===== config.mk =====
export PLATFORM = sky130hd
export DESIGN_NAME = four_function_calculator_core_flat
export DESIGN_NICKNAME = d
export VERILOG_FILES = /design/src/rtl/ffc_pkg.sv /design/src/rtl/ffc_if.sv /design/src/rtl/ffc_digit_store.sv /design/src/rtl/ffc_arith.sv /design/src/rtl/four_function_calculator_core.sv /design/src/flat_wrapper.sv
export VERILOG_INCLUDE_DIRS = /design/src /design/src/rtl
export SDC_FILE = /design/constraint.sdc
export NUM_CORES = 2
export LEC_CHECK = 0
export ABC_AREA = 1
export BUFFER_PORTS_ARGS = -buffer_cell sky130_fd_sc_hd__buf_4
export CELL_PAD_IN_SITES_DETAIL_PLACEMENT = 0
export CELL_PAD_IN_SITES_GLOBAL_PLACEMENT = 1
export CORE_MARGIN = 8
export CORE_UTILIZATION = 40
export CTS_BUF_LIST = sky130_fd_sc_hd__clkbuf_4 sky130_fd_sc_hd__clkbuf_8
export DETAILED_ROUTE_END_ITERATION = 6
export HOLD_SLACK_MARGIN = 0.08
export PLACE_DENSITY = 0.82
export REMOVE_ABC_BUFFERS = 1
export SYNTH_ARGS = -nofsm -noshare
export SYNTH_HDL_FRONTEND = slang
export SYNTH_SLANG_ARGS = --single-unit

===== constraint.sdc =====
create_clock -name clock -period 5.8 [get_ports clock]
set_clock_uncertainty 0.15 [all_clocks]
set_input_delay 0.58 -clock clock [delete_from_list [all_inputs] [get_ports clock]]
set_output_delay 0.58 -clock clock [all_outputs]
set_load 0.005 [all_outputs]

===== src/rtl/four_function_calculator_core_macros.svh =====
// Assertion helpers shared by the calculator RTL.
// Each macro checks one property on the rising clock edge, disabled in reset.
`ifndef FOUR_FUNCTION_CALCULATOR_CORE_MACROS_SVH
`define FOUR_FUNCTION_CALCULATOR_CORE_MACROS_SVH

`ifndef SYNTHESIS

`define FFC_ASSERT_SAME(label, clk, rst, ante, cons) \
   label: assert property (@(posedge clk) disable iff (rst) (ante) |-> (cons)) \
      else $error("calculator check failed in the same cycle");

`define FFC_ASSERT_NEXT(label, clk, rst, ante, cons) \
   label: assert property (@(posedge clk) disable iff (rst) (ante) |=> (cons)) \
      else $error("calculator check failed one cycle later");

`else

`define FFC_ASSERT_SAME(label, clk, rst, ante, cons)

`define FFC_ASSERT_NEXT(label, clk, rst, ante, cons)

`endif

`endif


===== src/rtl/ffc_pkg.sv =====
`default_nettype none

package ffc_pkg;

   localparam int MAX_DIGITS = 31;
   localparam int CNT_W      = $clog2(MAX_DIGITS + 1);
   localparam int IDX_W      = (MAX_DIGITS > 1) ? $clog2(MAX_DIGITS) : 1;
   localparam int DATA_W     = 64;
   localparam int ITER_W     = $clog2(DATA_W);
   localparam int DIGIT_W    = 4;
   localparam int MODE_W     = 3;
   localparam int KEY_W      = 4;
   localparam int OPN_W      = 3;
   localparam int LEN_W      = 5;

   localparam logic [KEY_W-1:0] KEY_MAX_DIGIT = KEY_W'(9);
   localparam logic [KEY_W-1:0] KEY_MAX_OPER  = KEY_W'(3);

   typedef enum logic [MODE_W-1:0] {
      MODE_DIGIT  = 3'd0,
      MODE_OPER   = 3'd1,
      MODE_EQUALS = 3'd2,
      MODE_CLEAR  = 3'd3,
      MODE_BACK   = 3'd4
   } mode_type;

   typedef enum logic [OPN_W-1:0] {
      OP_NONE = 3'd0,
      OP_ADD  = 3'd1,
      OP_SUB  = 3'd2,
      OP_MUL  = 3'd3,
      OP_DIV  = 3'd4
   } op_type;

   typedef struct packed {
      logic start;
      logic is_div;
   } arith_cmd_type;

   typedef struct packed {
      logic busy;
      logic done;
   } arith_stat_type;

   // Operator keys 0..3 map onto the stored operation codes add..divide.
   function automatic op_type op_from_key(input logic [KEY_W-1:0] key);
      op_type op;
      case (key[1:0])
         2'd0:    op = OP_ADD;
         2'd1:    op = OP_SUB;
         2'd2:    op = OP_MUL;
         2'd3:    op = OP_DIV;
         default: op = OP_NONE;
      endcase
      return op;
   endfunction

endpackage

`default_nettype wire


===== src/rtl/ffc_if.sv =====
`default_nettype none

interface ffc_req_if;
   import ffc_pkg::*;

   logic              valid;
   logic              ready;
   logic [MODE_W-1:0] mode;
   logic [KEY_W-1:0]  key_value;

   modport source (output valid, output mode, output key_value, input ready);
   modport sink   (input valid, input mode, input key_value, output ready);
endinterface

interface ffc_rsp_if;
   import ffc_pkg::*;

   logic              valid;
   logic              ready;
   logic [DATA_W-1:0] accumulator;
   logic [LEN_W-1:0]  entry_length;
   logic              operation_pending;
   logic [OPN_W-1:0]  pending_operation;
   logic              digit_dropped;

   modport source (output valid, output accumulator, output entry_length,
                   output operation_pending, output pending_operation,
                   output digit_dropped, input ready);
   modport sink   (input valid, input accumulator, input entry_length,
                   input operation_pending, input pending_operation,
                   input digit_dropped, output ready);
endinterface

`default_nettype wire


===== src/rtl/ffc_digit_store.sv =====
`default_nettype none

module ffc_digit_store (
   input  logic                        clock,
   input  logic                        wr_en,
   input  logic [ffc_pkg::IDX_W-1:0]   wr_addr,
   input  logic [ffc_pkg::DIGIT_W-1:0] wr_data,
   input  logic [ffc_pkg::IDX_W-1:0]   rd_addr,
   output logic [ffc_pkg::DIGIT_W-1:0] rd_data
);
   import ffc_pkg::*;

   logic [DIGIT_W-1:0] mem [MAX_DIGITS];
   logic [DIGIT_W-1:0] rd_data_ff;

   always_ff @(posedge clock) begin
      if (wr_en) begin
         mem[wr_addr] <= wr_data;
      end
      rd_data_ff <= mem[rd_addr];
   end

   assign rd_data = rd_data_ff;

endmodule

`default_nettype wire


===== src/rtl/ffc_arith.sv =====
`default_nettype none

// Iterative multiply / divide on one shared adder, one bit per cycle.
module ffc_arith (
   input  logic                       clock,
   input  logic                       reset,
   input  ffc_pkg::arith_cmd_type     cmd,
   input  logic [ffc_pkg::DATA_W-1:0] opa,
   input  logic [ffc_pkg::DATA_W-1:0] opb,
   output ffc_pkg::arith_stat_type    stat,
   output logic [ffc_pkg::DATA_W-1:0] result
);
   import ffc_pkg::*;

   localparam int ADD_W = DATA_W + 2;

   logic              busy_ff, busy_in;
   logic              done_ff, done_in;
   logic              is_div_ff, is_div_in;
   logic [ITER_W-1:0] iter_ff, iter_in;
   logic [DATA_W-1:0] a_ff, a_in;   // multiplicand, or dividend shifting into quotient
   logic [DATA_W-1:0] b_ff, b_in;   // multiplier, or divisor
   logic [DATA_W-1:0] r_ff, r_in;   // product, or partial remainder

   logic [DATA_W:0]   rem_sh;
   logic [ADD_W-1:0]  add_x;
   logic [ADD_W-1:0]  add_y;
   logic [ADD_W-1:0]  sum;
   logic              carry;

   // The single adder: product plus multiplicand, or shifted remainder minus divisor.
   // In divide mode the top bit of the sum is set when the remainder covers the divisor.
   always_comb begin
      rem_sh = {r_ff, a_ff[DATA_W-1]};
      if (is_div_ff) begin
         add_x = {1'b0, rem_sh};
         add_y = {1'b0, ~{1'b0, b_ff}};
      end else begin
         add_x = {2'b00, r_ff};
         add_y = {2'b00, a_ff};
      end
      sum   = add_x + add_y + ADD_W'(is_div_ff);
      carry = sum[ADD_W-1];
   end

   always_comb begin
      busy_in   = busy_ff;
      done_in   = 1'b0;
      is_div_in = is_div_ff;
      iter_in   = iter_ff;
      a_in      = a_ff;
      b_in      = b_ff;
      r_in      = r_ff;
      if (cmd.start && !busy_ff) begin
         busy_in   = 1'b1;
         is_div_in = cmd.is_div;
         iter_in   = '0;
         a_in      = opa;
         b_in      = opb;
         r_in      = '0;
      end else if (busy_ff) begin
         if (is_div_ff) begin
            r_in = carry ? sum[DATA_W-1:0] : rem_sh[DATA_W-1:0];
            a_in = {a_ff[DATA_W-2:0], carry};
         end else begin
            if (b_ff[0]) begin
               r_in = sum[DATA_W-1:0];
            end
            a_in = {a_ff[DATA_W-2:0], 1'b0};
            b_in = {1'b0, b_ff[DATA_W-1:1]};
         end
         iter_in = iter_ff + ITER_W'(1);
         if (iter_ff == ITER_W'(DATA_W - 1)) begin
            busy_in = 1'b0;
            done_in = 1'b1;
         end
      end
   end

   always_ff @(posedge clock) begin
      if (reset) begin
         busy_ff <= 1'b0;
         done_ff <= 1'b0;
      end else begin
         busy_ff <= busy_in;
         done_ff <= done_in;
      end
      is_div_ff <= is_div_in;
      iter_ff   <= iter_in;
      a_ff      <= a_in;
      b_ff      <= b_in;
      r_ff      <= r_in;
   end

   assign stat.busy = busy_ff;
   assign stat.done = done_ff;
   assign result    = is_div_ff ? a_ff : r_ff;

endmodule

`default_nettype wire


===== src/rtl/four_function_calculator_core.sv =====
// Digit, clear and backspace words go from IDLE straight to DONE and the output register.
// Operator and equals first walk each entry digit through FETCH and ACC, reading the
// registered digit store, then wait in WAIT when a multiply or divide runs.
// The block handles one word at a time and takes no new word until the last one is done.
// Reset is synchronous and active high; it clears the accumulator, entry and operation.
// The digit store has no reset and needs no clearing pass.
`default_nettype none

`include "four_function_calculator_core_macros.svh"

module four_function_calculator_core (
   input  logic      clock,
   input  logic      reset,
   ffc_req_if.sink   req_chan,
   ffc_rsp_if.source rsp_chan
);
   import ffc_pkg::*;

   // Sequencer states. A word enters only in IDLE. Operator and equals walk the
   // entry digits through FETCH and ACC, combine in APPLY, and wait in WAIT while
   // the shared multiply/divide unit iterates. DONE hands the result to the output
   // register as soon as that register is free.
   typedef enum logic [2:0] {
      S_IDLE,
      S_FETCH,
      S_ACC,
      S_APPLY,
      S_WAIT,
      S_DONE
   } state_type;

   state_type         state_ff, state_in;
   logic [CNT_W-1:0]  count_ff, count_in;
   logic [DATA_W-1:0] acc_ff, acc_in;
   logic              pend_ff, pend_in;
   op_type            op_ff, op_in;
   logic              is_oper_ff, is_oper_in;
   op_type            new_op_ff, new_op_in;
   logic [IDX_W-1:0]  rd_idx_ff, rd_idx_in;
   logic [DATA_W-1:0] val_ff, val_in;
   logic              drop_ff, drop_in;

   logic              rsp_valid_ff, rsp_valid_in;
   logic [DATA_W-1:0] rsp_acc_ff, rsp_acc_in;
   logic [LEN_W-1:0]  rsp_len_ff, rsp_len_in;
   logic              rsp_pend_ff, rsp_pend_in;
   op_type            rsp_op_ff, rsp_op_in;
   logic              rsp_drop_ff, rsp_drop_in;

   logic               wr_en;
   logic [DIGIT_W-1:0] rd_data;
   logic               finish;
   logic               start_eval;
   logic               clear_all;
   logic               req_take;
   logic               rsp_load;
   arith_cmd_type      arith_cmd;
   arith_stat_type     arith_stat;
   logic [DATA_W-1:0]  arith_res;

   // Entry digits live in a small memory with a registered read port.
   ffc_digit_store u_digit_store (
      .clock   (clock),
      .wr_en   (wr_en),
      .wr_addr (count_ff[IDX_W-1:0]),
      .wr_data (req_chan.key_value[DIGIT_W-1:0]),
      .rd_addr (rd_idx_ff),
      .rd_data (rd_data)
   );

   // Multiply and divide share one iterative unit that retires one bit per cycle.
   ffc_arith u_arith (
      .clock  (clock),
      .reset  (reset),
      .cmd    (arith_cmd),
      .opa    (acc_ff),
      .opb    (val_ff),
      .stat   (arith_stat),
      .result (arith_res)
   );

   assign req_chan.ready = (state_ff == S_IDLE);

   // A key word is taken this cycle, and a finished word moves to the output register.
   assign req_take = req_chan.valid && req_chan.ready;
   assign rsp_load = (state_ff == S_DONE) && (!rsp_valid_ff || rsp_chan.ready);

   always_comb begin
      state_in     = state_ff;
      count_in     = count_ff;
      acc_in       = acc_ff;
      pend_in      = pend_ff;
      op_in        = op_ff;
      is_oper_in   = is_oper_ff;
      new_op_in    = new_op_ff;
      rd_idx_in    = rd_idx_ff;
      val_in       = val_ff;
      drop_in      = drop_ff;
      rsp_valid_in = rsp_valid_ff;
      rsp_acc_in   = rsp_acc_ff;
      rsp_len_in   = rsp_len_ff;
      rsp_pend_in  = rsp_pend_ff;
      rsp_op_in    = rsp_op_ff;
      rsp_drop_in  = rsp_drop_ff;
      wr_en        = 1'b0;
      finish       = 1'b0;
      start_eval   = 1'b0;
      clear_all    = 1'b0;
      arith_cmd    = '0;

      // The output register frees up when its word is taken.
      if (rsp_valid_ff && rsp_chan.ready) begin
         rsp_valid_in = 1'b0;
      end

      case (state_ff)
         S_IDLE: begin
            if (req_take) begin
               drop_in  = 1'b0;
               state_in = S_DONE;
               case (req_chan.mode)
                  MODE_DIGIT: begin
                     // Digits above nine are ignored; a full entry drops the digit.
                     if (req_chan.key_value <= KEY_MAX_DIGIT) begin
                        if (count_ff < CNT_W'(MAX_DIGITS)) begin
                           wr_en    = 1'b1;
                           count_in = count_ff + CNT_W'(1);
                        end else begin
                           drop_in = 1'b1;
                        end
                     end
                  end
                  MODE_OPER: begin
                     if (req_chan.key_value <= KEY_MAX_OPER) begin
                        is_oper_in = 1'b1;
                        new_op_in  = op_from_key(req_chan.key_value);
                        start_eval = 1'b1;
                     end
                  end
                  MODE_EQUALS: begin
                     is_oper_in = 1'b0;
                     start_eval = 1'b1;
                  end
                  MODE_CLEAR: begin
                     clear_all = 1'b1;
                  end
                  MODE_BACK: begin
                     // Backspace on an empty entry clears everything.
                     if (count_ff != '0) begin
                        count_in = count_ff - CNT_W'(1);
                     end else begin
                        clear_all = 1'b1;
                     end
                  end
                  default: begin
                     // Unused key kinds leave the state as it is.
                  end
               endcase
            end
         end
         S_FETCH: begin
            // The digit at rd_idx_ff is read into the store's output register.
            state_in = S_ACC;
         end
         S_ACC: begin
            // value = value * 10 + digit, wrapping modulo 2^64.
            val_in = (val_ff << 3) + (val_ff << 1) + DATA_W'(rd_data);
            if (CNT_W'(rd_idx_ff) + CNT_W'(1) == count_ff) begin
               state_in = S_APPLY;
            end else begin
               rd_idx_in = rd_idx_ff + IDX_W'(1);
               state_in  = S_FETCH;
            end
         end
         S_APPLY: begin
            if (!pend_ff) begin
               acc_in = val_ff;
               finish = 1'b1;
            end else begin
               case (op_ff)
                  OP_ADD: begin
                     acc_in = acc_ff + val_ff;
                     finish = 1'b1;
                  end
                  OP_SUB: begin
                     // Subtraction saturates at zero.
                     acc_in = (acc_ff > val_ff) ? (acc_ff - val_ff) : '0;
                     finish = 1'b1;
                  end
                  OP_MUL: begin
                     arith_cmd.start  = 1'b1;
                     arith_cmd.is_div = 1'b0;
                     state_in         = S_WAIT;
                  end
                  OP_DIV: begin
                     // Division by zero leaves the accumulator as it is.
                     if (val_ff != '0) begin
                        arith_cmd.start  = 1'b1;
                        arith_cmd.is_div = 1'b1;
                        state_in         = S_WAIT;
                     end else begin
                        finish = 1'b1;
                     end
                  end
                  default: begin
                     finish = 1'b1;
                  end
               endcase
            end
         end
         S_WAIT: begin
            if (arith_stat.done) begin
               acc_in = arith_res;
               finish = 1'b1;
            end
         end
         S_DONE: begin
            if (rsp_load) begin
               rsp_valid_in = 1'b1;
               rsp_acc_in   = acc_ff;
               rsp_len_in   = LEN_W'(count_ff);
               rsp_pend_in  = pend_ff;
               rsp_op_in    = op_ff;
               rsp_drop_in  = drop_ff;
               state_in     = S_IDLE;
            end
         end
         default: begin
            state_in = S_IDLE;
         end
      endcase

      // An empty entry evaluates as zero and goes straight to the combine step.
      if (start_eval) begin
         val_in    = '0;
         rd_idx_in = '0;
         state_in  = (count_ff == '0) ? S_APPLY : S_FETCH;
      end

      if (clear_all) begin
         count_in = '0;
         acc_in   = '0;
         pend_in  = 1'b0;
         op_in    = OP_NONE;
      end

      // Operator or equals completes: the entry empties, and an operator becomes
      // the pending operation while equals only drops the pending mark.
      if (finish) begin
         count_in = '0;
         pend_in  = is_oper_ff;
         if (is_oper_ff) begin
            op_in = new_op_ff;
         end
         state_in = S_DONE;
      end
   end

   always_ff @(posedge clock) begin
      if (reset) begin
         state_ff     <= S_IDLE;
         count_ff     <= '0;
         acc_ff       <= '0;
         pend_ff      <= 1'b0;
         op_ff        <= OP_NONE;
         rsp_valid_ff <= 1'b0;
      end else begin
         state_ff     <= state_in;
         count_ff     <= count_in;
         acc_ff       <= acc_in;
         pend_ff      <= pend_in;
         op_ff        <= op_in;
         rsp_valid_ff <= rsp_valid_in;
      end
      is_oper_ff  <= is_oper_in;
      new_op_ff   <= new_op_in;
      rd_idx_ff   <= rd_idx_in;
      val_ff      <= val_in;
      drop_ff     <= drop_in;
      rsp_acc_ff  <= rsp_acc_in;
      rsp_len_ff  <= rsp_len_in;
      rsp_pend_ff <= rsp_pend_in;
      rsp_op_ff   <= rsp_op_in;
      rsp_drop_ff <= rsp_drop_in;
   end

   assign rsp_chan.valid             = rsp_valid_ff;
   assign rsp_chan.accumulator       = rsp_acc_ff;
   assign rsp_chan.entry_length      = rsp_len_ff;
   assign rsp_chan.operation_pending = rsp_pend_ff;
   assign rsp_chan.pending_operation = rsp_op_ff;
   assign rsp_chan.digit_dropped     = rsp_drop_ff;

   // The block has left IDLE in the cycle after it takes a word.
   `FFC_ASSERT_NEXT(a_busy_after_accept, clock, reset, req_take, state_ff != S_IDLE)
   // The entry never grows past its capacity.
   `FFC_ASSERT_SAME(a_count_in_range, clock, reset, 1'b1, count_ff <= CNT_W'(MAX_DIGITS))
   // The shared unit only reports completion while the sequencer waits for it.
   `FFC_ASSERT_SAME(a_done_while_waiting, clock, reset, arith_stat.done, state_ff == S_WAIT)
   // Only written digit positions are read back during evaluation.
   `FFC_ASSERT_SAME(a_read_below_count, clock, reset, state_ff == S_ACC, CNT_W'(rd_idx_ff) < count_ff)
   // A finished word reaches the output register when it has room.
   `FFC_ASSERT_NEXT(a_result_loaded, clock, reset, rsp_load, rsp_valid_ff && (state_ff == S_IDLE))

endmodule

`default_nettype wire

===== src/flat_wrapper.sv =====
// flat-port wrapper written by rule: the top's interface ports become plain ports
module four_function_calculator_core_flat import ffc_pkg::*;
  (clock, reset, req_chan_valid, req_chan_mode, req_chan_key_value, req_chan_ready, rsp_chan_valid, rsp_chan_accumulator, rsp_chan_entry_length, rsp_chan_operation_pending, rsp_chan_pending_operation, rsp_chan_digit_dropped, rsp_chan_ready);
  ffc_req_if req_chan_i ();
  ffc_rsp_if rsp_chan_i ();
  input  logic clock;
  input  logic reset;
  input wire logic [$bits(req_chan_i.valid)-1:0] req_chan_valid;
  input wire logic [$bits(req_chan_i.mode)-1:0] req_chan_mode;
  input wire logic [$bits(req_chan_i.key_value)-1:0] req_chan_key_value;
  output wire logic [$bits(req_chan_i.ready)-1:0] req_chan_ready;
  output wire logic [$bits(rsp_chan_i.valid)-1:0] rsp_chan_valid;
  output wire logic [$bits(rsp_chan_i.accumulator)-1:0] rsp_chan_accumulator;
  output wire logic [$bits(rsp_chan_i.entry_length)-1:0] rsp_chan_entry_length;
  output wire logic [$bits(rsp_chan_i.operation_pending)-1:0] rsp_chan_operation_pending;
  output wire logic [$bits(rsp_chan_i.pending_operation)-1:0] rsp_chan_pending_operation;
  output wire logic [$bits(rsp_chan_i.digit_dropped)-1:0] rsp_chan_digit_dropped;
  input wire logic [$bits(rsp_chan_i.ready)-1:0] rsp_chan_ready;
  assign req_chan_i.valid = req_chan_valid;
  assign req_chan_i.mode = req_chan_mode;
  assign req_chan_i.key_value = req_chan_key_value;
  assign req_chan_ready = req_chan_i.ready;
  assign rsp_chan_valid = rsp_chan_i.valid;
  assign rsp_chan_accumulator = rsp_chan_i.accumulator;
  assign rsp_chan_entry_length = rsp_chan_i.entry_length;
  assign rsp_chan_operation_pending = rsp_chan_i.operation_pending;
  assign rsp_chan_pending_operation = rsp_chan_i.pending_operation;
  assign rsp_chan_digit_dropped = rsp_chan_i.digit_dropped;
  assign rsp_chan_i.ready = rsp_chan_ready;
  four_function_calculator_core u_core (.clock(clock), .reset(reset), .req_chan(req_chan_i), .rsp_chan(rsp_chan_i));
endmodule

==> flow_metrics.env <==
export IMPL_cp_start_kind="register"
export IMPL_yosysTopAreaCell="edfxtp_1"
export IMPL_synthArstFlopShare=0
export IMPL_hold_path_end="u_core.rsp_chan.digit_dropped"
export IMPL_finalHoldViolations=0
export IMPL_drv_cap=0
export IMPL_pre_cts_slack_ps=1220
export IMPL_syn_avg_cell_area_um2=6.42
export IMPL_p_per_area_nw_per_um2=424
export IMPL_die_y_um=358
export IMPL_overflow=0
export IMPL_cp_required_ps=6370
export IMPL_fin_nets=7666
export IMPL_synthToLayoutAreaGrowth_pct=10.1
export IMPL_antenna_found_initial=3
export IMPL_reg2reg_slack_ps=1070
export IMPL_drive_gt1_frac=0.0545
export IMPL_critPathCaptureType="register"
export IMPL_routedWlPerCell_um=23.3
export IMPL_tightest_slew_ps=1230
export IMPL_synth_edf_count=332
export IMPL_cts_root_buffer="clkbuf_8"
export IMPL_io_buffers=86
export IMPL_cts_buffers=104
export IMPL_failed_checks="DRC"
export IMPL_syn_cell_area_um2=46900
export IMPL_core_area_um2=116000
export IMPL_grt_pass1_vias=46500
export IMPL_ys_seq_elements=554
export IMPL_slew_headroom=0.176
export IMPL_min_period_over_period=0.816
export IMPL_initial_core_util=0.404
export IMPL_grt_max_degree=209
export IMPL_ant_nets=0
export IMPL_layout_min_cycle_time_ps=4730
export IMPL_outcome="complete, but fails checks"
export IMPL_hp_start="u_core.drop_ff"
export IMPL_vias=49100
export IMPL_cts_max_level=3
export IMPL_drc=2
export IMPL_io_pins=87
export IMPL_ys_flop_type="edfxtp_1"
export IMPL_placed_cells=8734
export IMPL_grt_usage=0.315
export IMPL_dp_hpwl_um=169000
export IMPL_synth_top_area_frac=0.213
export IMPL_path_class="register to register"
export IMPL_fp_row_count=125
export IMPL_clock_latency_ps=870
export IMPL_reg2reg_to="u_core.acc_ff[60]"
export IMPL_fmax_mhz=211
export IMPL_arrival_ps=5300
export IMPL_p_leak_nw=24.6
export IMPL_rsz0062_at_grt="no"
export IMPL_dr_pass1_iters=7
export IMPL_seq_area_frac_synth=0.307
export IMPL_worstHoldPathType="register to register"
export IMPL_finalMaxSlewViolations=0
export IMPL_r2r_start="u_core.val_ff[12]"
export IMPL_holdPathStages=0
export IMPL_yosys_top_cells_area="edfxtp_1 (21%), nand2_1 (18%), dfxtp_1 (9.5%)"
export IMPL_yosys_cell_types_count=55
export IMPL_ys_warn_count=0
export IMPL_cts_sinks=554
export IMPL_drt_iter0_markers=5512
export IMPL_setup_ws_ps=1070
export IMPL_setup_viol_count_final=0
export IMPL_avgViaCountPerCell=5.49
export IMPL_die_area_um2=128000
export IMPL_peakVddDrop_v=0.000246
export IMPL_finalWirelength_um=208000
export IMPL_fin_cells=8945
export IMPL_syn_instance_count=7299
export IMPL_post_cts_buffers=0
export IMPL_die_width_um=358
export IMPL_grt_pass1_wl_um=302000
export IMPL_clockBufferDepth=3
export IMPL_r2r_cells=13
export IMPL_place_gp_congestion=1.08
export IMPL_cp_max_fo=36
export IMPL_cts_tree="done"
export IMPL_cts_clk_slew_worst_paths_ps=60
export IMPL_nFillCells=12500
## per-layer routing
metal	vias to the layer above	routed length (um)	track usage
met5	-	0	0
met4	0	10400	0.139
met3	344	16600	0.0458
met2	2108	87900	0.476
met1	23000	93500	0.444
li1	23700	-	-
## power by group
part	switching, W	total (W)	internal [W]
clock	0.00195	0.00466	0.00271
combinational	0.00843	0.0119	0.00350
sequential	0.000729	0.00530	0.00457
total	0.0111	0.0219	0.0108
## cell type report
class | count | area (um^2) | area share
Sequential cell | 554 | 14400 | 0.279
Clock buffer | 144 | 1850 | 0.0358
Multi-Input combinational cell | 5375 | 27300 | 0.528
Tap cell | 1524 | 1910 | 0.0369
Timing Repair Buffer | 160 | 1280 | 0.0248
Inverter | 1132 | 4250 | 0.0824
Clock inverter | 53 | 651 | 0.0126
Antenna cell | 3 | 7.51 | 0.000145
## stage by stage
stage                     TNS (ps)   util  hold WS (ps)  power (W)  cell area [um^2]
after CTS                        0  0.444           292     0.0216             51600
after floorplan           -1080250      -           250     0.0125             45800
after detailed placement         0  0.422           277     0.0169             49000
after global routing             0  0.444           315     0.0233             51600
after global placement           0  0.422           269     0.0169             49000
final                            0  0.444           300     0.0219             51600
## kinds of logic (layout without fill, tap and decap cells)
family          Yosys count  count (layout)  share of synthesized area
compound gates         1412            1412                      0.164
xor+xnor                132             132                     0.0247
fa+ha+maj               328             328                     0.0886
buf+inv                1370            1489                      0.113
flops                   554             554                      0.307
other cells               0               3                          0
simple gates           3503            3503                      0.302
## worst max-delay path, stage by stage (launching register included)
cell and delay, ps:
dfxtp_1 630, inv_1 320, ha_1 450, nand2_1 130
inv_2 80, nand2_1 80, inv_2 80, nand2_1 80
nor4_1 930, nand3_1 400, nand3_4 610, a21oi_1 220
o21ai_0 340, a21oi_1 110
## synth_stat cells (all sizes together), types with 3 or more instances
cell / number
a211oi: 3
a21boi: 4
a21o: 25
a21oi: 647
a221oi: 5
a31oi: 32
and2: 6
and3: 7
buf: 98
clkbuf: 140
clkinv: 3
dfxtp: 222
edfxtp: 332
fa: 7
ha: 321
inv: 1129
nand2: 2205
nand3: 412
nand3b: 8
nand4: 73
nor2: 704
nor3: 61
nor4: 20
o211ai: 29
o21a: 15
o21ai: 516
o21bai: 98
o221ai: 13
o22ai: 12
o31ai: 3
or2: 5
xnor2: 40
xor2: 92
## what timing repair did
item	4_1_cts	5_1_grt
hold buffers	11	0
hold endpoints to repair	145	0
gates resized for setup	0	0
## sequential cells by signal, indices dropped and copies added, names as in the netlist, 3 cells and up
| signal | count |
|---|---|
| u_core.u_digit_store.rd_data | 4 |
| u_core.rd_idx_ff | 5 |
| u_core.rsp_chan.pending_operation | 3 |
| u_core.state_ff | 3 |
| u_core.u_arith.a_ff | 64 |
| u_core.rsp_chan.accumulator | 64 |
| u_core.rsp_chan.entry_length | 5 |
| u_core.new_op_ff | 3 |
| u_core.u_arith.iter_ff | 6 |
| u_core.op_ff | 3 |
| u_core.acc_ff | 64 |
| u_core.u_arith.b_ff | 64 |
| u_core.count_ff | 5 |
| u_core.val_ff | 64 |
| u_core.u_arith.r_ff | 64 |
| u_core.u_digit_store.mem | 124 |
## how the worst max path moves through the flow
stage,startpoint,depth (start not counted),end,slack (ps)
floorplan,u_core.val_ff[1],10,u_core.u_arith.b_ff[0],-6590
global placement,u_core.u_arith.is_div_ff,17,u_core.u_arith.r_ff[58],1310
detailed placement,u_core.u_arith.is_div_ff,18,u_core.u_arith.r_ff[55],1220
CTS,u_core.u_arith.is_div_ff,18,u_core.u_arith.r_ff[34],1220
global route,u_core.u_arith.is_div_ff,18,u_core.u_arith.r_ff[44],890
finish,u_core.val_ff[12],13,u_core.acc_ff[60],1070
## cells in the final DEF, fill, tap and decap left out, types with 92 or more instances in the layout
master / n
clkbuf_8: 123
dfxtp_1: 220
nor2_1: 696
nand3_1: 409
edfxtp_1: 332
o21bai_1: 98
a21oi_1: 646
xor2_1: 92
buf_4: 145
o21ai_0: 474
inv_1: 1105
nand2_1: 2191
ha_1: 321
Power figures use the tool's default switching activity.
